$ cat config.mk
export PLATFORM = sky130hd
export DESIGN_NAME = lidar_scan_ray_cells
export DESIGN_NICKNAME = d
export VERILOG_FILES = /design/src/rtl/lsrc_pkg.sv /design/src/rtl/lsrc_ctrl.sv /design/src/rtl/lsrc_dp.sv /design/src/rtl/lidar_scan_ray_cells.sv
export SDC_FILE = /design/constraint.sdc
export NUM_CORES = 2
export LEC_CHECK = 0
export BUFFER_PORTS_ARGS = -buffer_cell sky130_fd_sc_hd__buf_2
export CORE_MARGIN = 2
export CORE_UTILIZATION = 45
export DETAILED_ROUTE_END_ITERATION = 10
export PLACE_DENSITY = 0.72
export SETUP_SLACK_MARGIN = 0.05
export SKIP_LAST_GASP = 1
export SLEW_MARGIN = 20
export SYNTH_ARGS = -nofsm -noshare
export SYNTH_HDL_FRONTEND = slang
export SYNTH_SLANG_ARGS = --single-unit
export TNS_END_PERCENT = 20
$ cat constraint.sdc
create_clock -name clk -period 9.9 [get_ports clk]
set_clock_uncertainty 0.15 [all_clocks]
set_input_delay 1.98 -clock clk [delete_from_list [all_inputs] [get_ports clk]]
set_output_delay 1.98 -clock clk [all_outputs]
set_load 0.005 [all_outputs]
$ cat src/rtl/lsrc_pkg.sv
// Shared types, codes and constants of the lidar ray cell generator.
package lsrc_pkg;

  // Number of entries in the arctangent table and the width of an index into it.
  localparam int AtanLen = 24;
  localparam int IDX_W   = 5;

  // Widths of the rotation datapath.
  localparam int ROT_W   = 34;
  localparam int PROD_W  = 54;

  // CORDIC start value, 0.60725 in Q30.
  localparam logic signed [ROT_W-1:0] CORDIC_GAIN = 34'sd652032874;

  // Arctangent of 2^-i as a 32-bit binary angle.
  localparam logic [31:0] ATAN_TAB [AtanLen] = '{
    32'd536870912, 32'd316933405, 32'd167458907, 32'd85004756, 32'd42667331,
    32'd21354465, 32'd10679838, 32'd5340245, 32'd2670163, 32'd1335086,
    32'd667544, 32'd333772, 32'd166886, 32'd83443, 32'd41721, 32'd20860,
    32'd10430, 32'd5215, 32'd2607, 32'd1303, 32'd651, 32'd325, 32'd162, 32'd81
  };

  // Configuration register indexes.
  typedef enum logic [2:0] {
    CFG_ORIGIN_X     = 3'd0,
    CFG_ORIGIN_Y     = 3'd1,
    CFG_START_ANGLE  = 3'd2,
    CFG_ANGLE_STEP   = 3'd3,
    CFG_MAX_RANGE    = 3'd4,
    CFG_STEP_LENGTH  = 3'd5,
    CFG_CLEAR_RADIUS = 3'd6,
    CFG_CLEAR_ENABLE = 3'd7
  } cfg_idx_t;

  // One range sample.
  typedef struct packed {
    logic signed [23:0] range_value;
    logic               scan_start;
  } in_item_t;

  // One map cell.
  typedef struct packed {
    logic               is_occupied;
    logic signed [23:0] cell_x;
    logic signed [23:0] cell_y;
    logic [15:0]        half_extent;
    logic               last;
  } out_item_t;

  // Controller states.
  typedef enum logic [2:0] {
    S_IDLE,
    S_ROT,
    S_MUL_X,
    S_ACC_X,
    S_MUL_Y,
    S_ACC_Y,
    S_EMIT
  } state_t;

  // Commands from the controller to the datapath.
  typedef struct packed {
    logic             accept;
    logic             rot;
    logic [IDX_W-1:0] iter;
    logic             mul;
    logic             sel_y;
    logic             acc_x;
    logic             acc_y;
    logic             emit;
  } ctrl_cmd_t;

  // Status from the datapath to the controller.
  typedef struct packed {
    logic none;
    logic slot_free;
    logic last;
  } dp_status_t;

endpackage

$ cat src/rtl/lsrc_ctrl.sv
// Controller state machine that sequences rotation, cell products and cell transfers.
module lsrc_ctrl #(
  parameter int ANGLE_BITS = 16
) (
  input  logic                clk,
  input  logic                rst_n,
  input  logic                in_valid,
  output logic                in_stall,
  input  lsrc_pkg::dp_status_t st,
  output lsrc_pkg::ctrl_cmd_t  cmd
);
  import lsrc_pkg::*;

  localparam int IW = (ANGLE_BITS > 1) ? $clog2(ANGLE_BITS) : 1;
  localparam logic [IW-1:0] LastIter = IW'(ANGLE_BITS - 1);

  state_t        state_r, state_nxt;
  logic [IW-1:0] iter_r, iter_nxt;

  // State and iteration registers.
  always_ff @(posedge clk) begin
    if (!rst_n) begin
      state_r <= S_IDLE;
      iter_r  <= '0;
    end else begin
      state_r <= state_nxt;
      iter_r  <= iter_nxt;
    end
  end

  // Next state and commands.
  always_comb begin
    state_nxt = state_r;
    iter_nxt  = iter_r;
    cmd       = '0;
    cmd.iter  = IDX_W'(iter_r);
    in_stall  = 1'b1;
    case (state_r)
      S_IDLE: begin
        in_stall = 1'b0;
        if (in_valid) begin
          cmd.accept = 1'b1;
          iter_nxt   = '0;
          if (!st.none) begin
            state_nxt = S_ROT;
          end
        end
      end
      S_ROT: begin
        cmd.rot  = 1'b1;
        iter_nxt = iter_r + 1'b1;
        if (iter_r == LastIter) begin
          state_nxt = S_MUL_X;
        end
      end
      S_MUL_X: begin
        cmd.mul   = 1'b1;
        state_nxt = S_ACC_X;
      end
      S_ACC_X: begin
        cmd.acc_x = 1'b1;
        state_nxt = S_MUL_Y;
      end
      S_MUL_Y: begin
        cmd.mul   = 1'b1;
        cmd.sel_y = 1'b1;
        state_nxt = S_ACC_Y;
      end
      S_ACC_Y: begin
        cmd.acc_y = 1'b1;
        state_nxt = S_EMIT;
      end
      S_EMIT: begin
        if (st.slot_free) begin
          cmd.emit  = 1'b1;
          state_nxt = st.last ? S_IDLE : S_MUL_X;
        end
      end
      default: begin
        state_nxt = S_IDLE;
      end
    endcase
  end

  // The rotation always runs its full iteration count before the first product.
  a_rot_len: assert property (@(posedge clk) disable iff (!rst_n)
    (state_r == S_ROT && iter_r == LastIter) |=> state_r == S_MUL_X)
    else $error("rotation left early or late");

  // A sample that gives no cells never starts a rotation.
  a_none_idle: assert property (@(posedge clk) disable iff (!rst_n)
    (cmd.accept && st.none) |=> state_r == S_IDLE)
    else $error("empty sample started work");

  // A cell transfer is only issued when the output slot can take it.
  a_emit_slot: assert property (@(posedge clk) disable iff (!rst_n)
    cmd.emit |-> st.slot_free)
    else $error("cell issued into a full output slot");

endmodule

$ cat src/rtl/lsrc_dp.sv
// Datapath: configuration registers, beam angle, CORDIC, cell multiplier and output register.
module lsrc_dp #(
  parameter int MAX_STEPS = 63
) (
  input  logic                 clk,
  input  logic                 rst_n,
  input  logic                 cfg_we,
  input  lsrc_pkg::cfg_idx_t   cfg_index,
  input  logic [23:0]          cfg_data,
  input  lsrc_pkg::in_item_t   in_data,
  input  lsrc_pkg::ctrl_cmd_t  cmd,
  output lsrc_pkg::dp_status_t st,
  output logic                 out_valid,
  input  logic                 out_stall,
  output lsrc_pkg::out_item_t  out_data
);
  import lsrc_pkg::*;

  localparam int NW = $clog2(MAX_STEPS + 1);

  // Configuration registers.
  logic signed [23:0] origin_x_r, origin_y_r;
  logic [15:0]        start_angle_r, angle_step_r, max_range_r;
  logic [15:0]        step_length_r, clear_radius_r;
  logic               clear_enable_r;
  logic [15:0]        beam_angle_r;

  always_ff @(posedge clk) begin
    if (!rst_n) begin
      origin_x_r     <= '0;
      origin_y_r     <= '0;
      start_angle_r  <= '0;
      angle_step_r   <= '0;
      max_range_r    <= 16'd5120;
      step_length_r  <= 16'd102;
      clear_radius_r <= 16'd51;
      clear_enable_r <= 1'b1;
    end else if (cfg_we) begin
      case (cfg_index)
        CFG_ORIGIN_X:     origin_x_r     <= cfg_data;
        CFG_ORIGIN_Y:     origin_y_r     <= cfg_data;
        CFG_START_ANGLE:  start_angle_r  <= cfg_data[15:0];
        CFG_ANGLE_STEP:   angle_step_r   <= cfg_data[15:0];
        CFG_MAX_RANGE:    max_range_r    <= cfg_data[15:0];
        CFG_STEP_LENGTH:  step_length_r  <= cfg_data[15:0];
        CFG_CLEAR_RADIUS: clear_radius_r <= cfg_data[15:0];
        CFG_CLEAR_ENABLE: clear_enable_r <= cfg_data[0];
        default: ;
      endcase
    end
  end

  // Sample classification at the input transfer.
  logic signed [23:0] max_s, range_s;
  logic signed [24:0] limit_full;
  logic               raw_occ, range_pos, free0;
  logic               none_w;
  logic [15:0]        angle_cur;

  always_comb begin
    max_s      = $signed({8'd0, max_range_r});
    raw_occ    = in_data.range_value < max_s;
    range_s    = raw_occ ? in_data.range_value : max_s;
    range_pos  = range_s > 24'sd0;
    limit_full = 25'(range_s) - $signed({9'd0, clear_radius_r});
    free0      = clear_enable_r && (limit_full > 25'sd0);
    none_w     = !range_pos || (!free0 && !raw_occ);
    angle_cur  = in_data.scan_start ? start_angle_r : beam_angle_r;
  end

  // Beam angle advances after every sample.
  always_ff @(posedge clk) begin
    if (!rst_n) begin
      beam_angle_r <= '0;
    end else if (cmd.accept) begin
      beam_angle_r <= angle_cur + angle_step_r;
    end
  end

  // Per-sample state.
  logic [15:0]        range_r;
  logic signed [17:0] limit_r;
  logic               occ_r, phase_occ_r;
  logic [16:0]        r_cur_r;
  logic [NW-1:0]      n_r;

  // CORDIC state.
  logic signed [ROT_W-1:0] x_r, y_r, z_r;
  logic                    flip_r;
  logic [31:0]             z32;
  logic                    flip_in;
  logic signed [ROT_W-1:0] dx, dy, atan_v;

  always_comb begin
    flip_in = (angle_cur[15:14] == 2'b01) || (angle_cur[15:14] == 2'b10);
    z32     = {angle_cur[15] ^ flip_in, angle_cur[14:0], 16'd0};
    dx      = y_r >>> cmd.iter;
    dy      = x_r >>> cmd.iter;
    atan_v  = $signed({2'b00, ATAN_TAB[cmd.iter]});
  end

  always_ff @(posedge clk) begin
    if (cmd.accept) begin
      x_r    <= CORDIC_GAIN;
      y_r    <= '0;
      z_r    <= ROT_W'($signed(z32));
      flip_r <= flip_in;
    end else if (cmd.rot) begin
      if (!z_r[ROT_W-1]) begin
        x_r <= x_r - dx;
        y_r <= y_r + dy;
        z_r <= z_r - atan_v;
      end else begin
        x_r <= x_r + dx;
        y_r <= y_r - dy;
        z_r <= z_r + atan_v;
      end
    end
  end

  // Cell multiplier: radius times cosine or sine, registered.
  logic signed [16:0]       mul_a;
  logic signed [ROT_W-1:0]  mul_b, trig;
  logic signed [PROD_W-1:0] prod_r, prod_nxt, prod_rnd;
  logic signed [23:0]       off, cell_x_r, cell_y_r;

  always_comb begin
    trig     = cmd.sel_y ? y_r : x_r;
    mul_b    = flip_r ? -trig : trig;
    mul_a    = $signed({1'b0, r_cur_r[15:0]});
    prod_nxt = mul_a * mul_b;
    prod_rnd = prod_r + (PROD_W'(1) <<< 29);
    off      = prod_rnd[53:30];
  end

  always_ff @(posedge clk) begin
    if (cmd.mul) begin
      prod_r <= prod_nxt;
    end
    if (cmd.acc_x) begin
      cell_x_r <= origin_x_r + off;
    end
    if (cmd.acc_y) begin
      cell_y_r <= origin_y_r + off;
    end
  end

  // Next free cell and end-of-sample decision.
  logic [16:0]   r_next;
  logic [NW-1:0] n_next;
  logic          more_free;
  logic          last_w;

  always_comb begin
    r_next    = r_cur_r + {1'b0, step_length_r};
    n_next    = n_r + 1'b1;
    more_free = ($signed({1'b0, r_next}) < limit_r) && (n_next < NW'(MAX_STEPS));
    last_w    = phase_occ_r || !(more_free || occ_r);
  end

  always_ff @(posedge clk) begin
    if (cmd.accept) begin
      range_r     <= range_s[15:0];
      limit_r     <= limit_full[17:0];
      occ_r       <= raw_occ;
      phase_occ_r <= !free0;
      r_cur_r     <= free0 ? 17'd0 : {1'b0, range_s[15:0]};
      n_r         <= '0;
    end else if (cmd.emit && !phase_occ_r) begin
      if (more_free) begin
        r_cur_r <= r_next;
        n_r     <= n_next;
      end else begin
        phase_occ_r <= 1'b1;
        r_cur_r     <= {1'b0, range_r};
      end
    end
  end

  // Output register.
  logic      out_valid_r;
  out_item_t out_data_r;

  assign st = '{none: none_w, slot_free: !out_valid_r || !out_stall, last: last_w};

  always_ff @(posedge clk) begin
    if (!rst_n) begin
      out_valid_r <= 1'b0;
    end else if (cmd.emit) begin
      out_valid_r <= 1'b1;
    end else if (!out_stall) begin
      out_valid_r <= 1'b0;
    end
  end

  always_ff @(posedge clk) begin
    if (cmd.emit) begin
      out_data_r.is_occupied <= phase_occ_r;
      out_data_r.cell_x      <= cell_x_r;
      out_data_r.cell_y      <= cell_y_r;
      out_data_r.half_extent <= phase_occ_r ? 16'd0 : clear_radius_r;
      out_data_r.last        <= last_w;
    end
  end

  assign out_valid = out_valid_r;
  assign out_data  = out_data_r;

  // The free cell count never passes its limit.
  a_count: assert property (@(posedge clk) disable iff (!rst_n)
    cmd.emit |-> n_r < NW'(MAX_STEPS))
    else $error("free cell count overran");

  // An occupied cell is always the last of its sample and has no extent.
  a_occ_last: assert property (@(posedge clk) disable iff (!rst_n)
    (cmd.emit && phase_occ_r) |-> st.last)
    else $error("occupied cell not last");

  // After the last cell of a sample, occupied or free, no further cell is issued straight after it.
  a_occ_done: assert property (@(posedge clk) disable iff (!rst_n)
    (cmd.emit && st.last) |=> !cmd.emit)
    else $error("cell issued after the last one");

endmodule

$ cat src/rtl/lidar_scan_ray_cells.sv
// Lidar ray to occupancy cells: one range sample in, up to MAX_STEPS free
// cells along the beam plus, when the range lies below the maximum range, one
// occupied end cell out, each a transfer on the result channel with last
// marking the final cell of the sample. A sample that gives no cells is taken
// without leaving the idle state. Otherwise the block runs the CORDIC rotation
// and then, for each cell, the states MUL_X, ACC_X, MUL_Y, ACC_Y and EMIT on
// the single shared radius multiplier, EMIT waiting while the result side
// stalls. The next sample is taken once the last cell of the current one sits
// in the output register.
module lidar_scan_ray_cells #(
  parameter int MAX_STEPS  = 63,
  parameter int ANGLE_BITS = 16
) (
  input  logic                clk,
  input  logic                rst_n,
  input  logic                in_valid,
  output logic                in_stall,
  input  lsrc_pkg::in_item_t  in_data,
  output logic                out_valid,
  input  logic                out_stall,
  output lsrc_pkg::out_item_t out_data,
  input  logic                cfg_valid,
  output logic                cfg_ready,
  input  lsrc_pkg::cfg_idx_t  cfg_index,
  input  logic [23:0]         cfg_data
);
  import lsrc_pkg::*;

  ctrl_cmd_t  cmd;
  dp_status_t st;

  // Configuration writes are always taken.
  assign cfg_ready = 1'b1;

  lsrc_ctrl #(
    .ANGLE_BITS(ANGLE_BITS)
  ) u_ctrl (
    .clk      (clk),
    .rst_n    (rst_n),
    .in_valid (in_valid),
    .in_stall (in_stall),
    .st       (st),
    .cmd      (cmd)
  );

  lsrc_dp #(
    .MAX_STEPS(MAX_STEPS)
  ) u_dp (
    .clk       (clk),
    .rst_n     (rst_n),
    .cfg_we    (cfg_valid & cfg_ready),
    .cfg_index (cfg_index),
    .cfg_data  (cfg_data),
    .in_data   (in_data),
    .cmd       (cmd),
    .st        (st),
    .out_valid (out_valid),
    .out_stall (out_stall),
    .out_data  (out_data)
  );

endmodule
==> results.toml <==
[synth]
ys_warn_count = 0
synth-edff-count = 208
synth_cells = 5772
yosys_register_bits = 451
ys_seq_area_frac = 0.217
synth_ff_type = "dfxtp_1"
syn_area_per_cell_sq_um = 8.86
async_flop_share = 0
synth_cell_types = 96
synth_fp_nets = 6707
synth_area_sq_um = 51200

[cts]
htreeDepth = 2
root_buffer = "clkbuf_16"
cts_tree = "yes"
path_clk_slew_ns = 0.06
insertion_delay_ns = 0.64
clkSinkCount = 451
cts_buffer_depth = 3
numCtsBuffers = 51

[place]
routabilityCongestion = 0.938
io_buffers = 124
hpwl_um = 107000
place_ws_ns = 0.0178

[global_route]
grt_usage = 0.238
grt_pass1_vias = 41400
grt_max_degree = 105
antenna_found_initial = 6
grt_remaining_overflow = 0
grt_pass1_wl_um = 222000

[worst_hold_path]
hp-class = "flop to flop"
min-delay-start = "u_dp.cell_x_r[10]"

[worst_setup_path]
crit_buf_inv = 7
critPathArrivalTime_ns = 9.61
crit_required_ns = 10.11
slowest_stage = "fa_1"
startpoint_type = "flop"
cpMostUsedCell = "fa_1"
slowest_delay_ns = 0.55
crit_type = "flop to flop"
crit_start = "u_ctrl.state_r[0]"
r2r_start = "u_ctrl.state_r[0]"
critPathMaxFanout = 15
cp-end-kind = "flop"
crit_family = "adder cells"
reg2reg_slack_ns = 0.50

[die]
dieArea_sq_um = 116000
start_util = 0.454
pin_count = 126
dieWidth_um = 341
rows = 123
fp.coreArea_sq_um = 113000
fp.dieH_um = 341

[route]
top_layer = "met5"
wl_met2_um = 65200
firstDrtPassIters = 6
drtIter0Drc = 3576
avgRoutedWirePerCell_um = 19.0
ant_nets = 0
vias = 41500
met1_length_um = 57900
wl_um = 139000
viasPerCell = 5.64
drc = 0
dr_wl_met3_um = 9550

[final_layout]
nets = 6738
drive_gt1_frac = 0.0898
area_growth_pct = 8.44

[sta]
setup_tns_ns = 0
fin_crit_sh = 0.949
setup_ws_ns = 0.503
fin_crit_ns = 9.40
setup_violations = 0
max_slew_margin = 0.204
fmax_ghz = 0.106
worstMarginPinSlew_ns = 1.19
slew_violations = 0
hold_viol_final = 0

[status]
status = "finished clean"

[run]
cap_violations = 0
metal layers:
layer | global-route usage | vias up
met5 | 0 | -
met4 | 0.106 | 4
met3 | 0.0344 | 331
met2 | 0.394 | 1473
met1 | 0.310 | 20400
li1 | - | 19300
worst reg2reg max path, delay by kind of cell (launching register included):
kind / cells / cell delay [ns]
multiplexers: 1 / 0.31
buffers and inverters: 7 / 0.87
AND/OR/NAND/NOR: 6 / 1.06
AO/OA/AOI/OAI: 12 / 2.76
flip-flops: 1 / 0.36
adder cells (fa/ha/maj): 7 / 3.35
XOR/XNOR: 2 / 0.28
final cells by class:
| type | instances | area, sq um |
|---|---|---|
| fillers | 10500 | 57200 |
| flip-flops and latches | 451 | 11100 |
| repair buffers | 253 | 1620 |
| multi-input cells | 4352 | 36400 |
| well taps | 1500 | 1880 |
| inverters | 694 | 2610 |
| diodes | 3 | 7.51 |
| clock buffers | 61 | 1340 |
| clock inverters | 35 | 469 |
repair_timing:
action	in CTS	in global routing
hold buffers	0	0
pin swaps	0	8
resized for setup	2	13
buffers inserted	0	6
setup endpoints to repair	2	10
per-stage QoR:
step                      hold slack (ns)  utilization  instances  cell area, sq um
final                               0.267        0.492       7349             55500
after global routing                0.273        0.492       7348             55500
after CTS                           0.264        0.491       7339             55300
after detailed placement            0.255        0.475       7243             53500
after global placement              0.255        0.475       7243             53500
after floorplan                     0.250            -       5772             51200
logic make-up after synthesis:
family / Yosys count / synth area share
multiplexers: 215 / 0.0609
flip-flops: 451 / 0.217
XOR/XNOR: 337 / 0.0577
adder cells (fa/ha/maj): 878 / 0.292
AO/OA/AOI/OAI: 1053 / 0.131
other: 1 / 0.0000733
AND/OR/NAND/NOR: 1868 / 0.169
buffers and inverters: 969 / 0.0731
worst paths after layout:
path	end	depth (start not counted)
worst max register to register	u_dp.prod_r[52]	35
worst min-delay path	u_dp.out_data[51]	0
worst max-delay path	u_dp.prod_r[52]	35
worst min register to register	u_dp.out_data[51]	0
flip-flops by register name, indices dropped and copies added, names as in the netlist, 17 cells and up:
| name | count |
|---|---|
| u_dp.prod_r | 22 |
| u_dp.out_data | 66 |
| u_dp.y_r | 34 |
| u_dp.origin_x_r | 24 |
| u_dp.z_r | 34 |
| u_dp.x_r | 34 |
| u_dp.limit_r | 18 |
| u_dp.r_cur_r | 17 |
| u_dp.origin_y_r | 24 |
| u_dp.cell_x_r | 24 |
| u_dp.cell_y_r | 24 |
synthesized netlist by cell type, drive strengths merged, types with 18 or more instances:
master | instances | area [sq um]
a211oi | 38 | 285
a21boi | 137 | 1030
a21o | 88 | 661
a21oi | 321 | 1610
a31oi | 38 | 238
and2 | 242 | 1520
and3 | 39 | 249
buf | 82 | 409
clkbuf | 193 | 724
dfxtp | 243 | 4860
edfxtp | 208 | 6250
fa | 523 | 10500
ha | 355 | 4440
inv | 691 | 2590
mux2 | 60 | 676
mux2i | 86 | 861
mux4 | 69 | 1580
nand2 | 974 | 3660
nand2b | 40 | 250
nand3 | 98 | 490
nand4 | 29 | 181
nor2 | 225 | 852
nor2b | 46 | 288
nor3 | 55 | 275
nor4 | 18 | 113
o211ai | 32 | 240
o21a | 29 | 218
o21ai | 219 | 1100
o21bai | 27 | 203
o31ai | 21 | 158
or2 | 18 | 113
or3 | 35 | 219
xnor2 | 217 | 1900
xor2 | 120 | 1050
cell usage in the layout, fill, tap and decap left out, types with 46 or more instances in the layout:
master,count
inv_1,688
xnor2_1,216
fa_1,523
a21oi_1,320
nand3_1,98
o21ai_0,209
a21boi_0,136
buf_2,123
ha_1,355
a21o_1,88
nor2_1,219
edfxtp_1,208
dfxtp_1,239
mux2i_1,86
mux2_2,60
and2_1,241
xor2_1,118
nor3_1,53
nor2b_1,46
buf_4,128
nand2_1,973
clkbuf_16,51
mux4_2,63
Power is left out: the tool's default activity adds up to more than one toggle a clock period on the data nets, which glitch-free logic cannot reach.
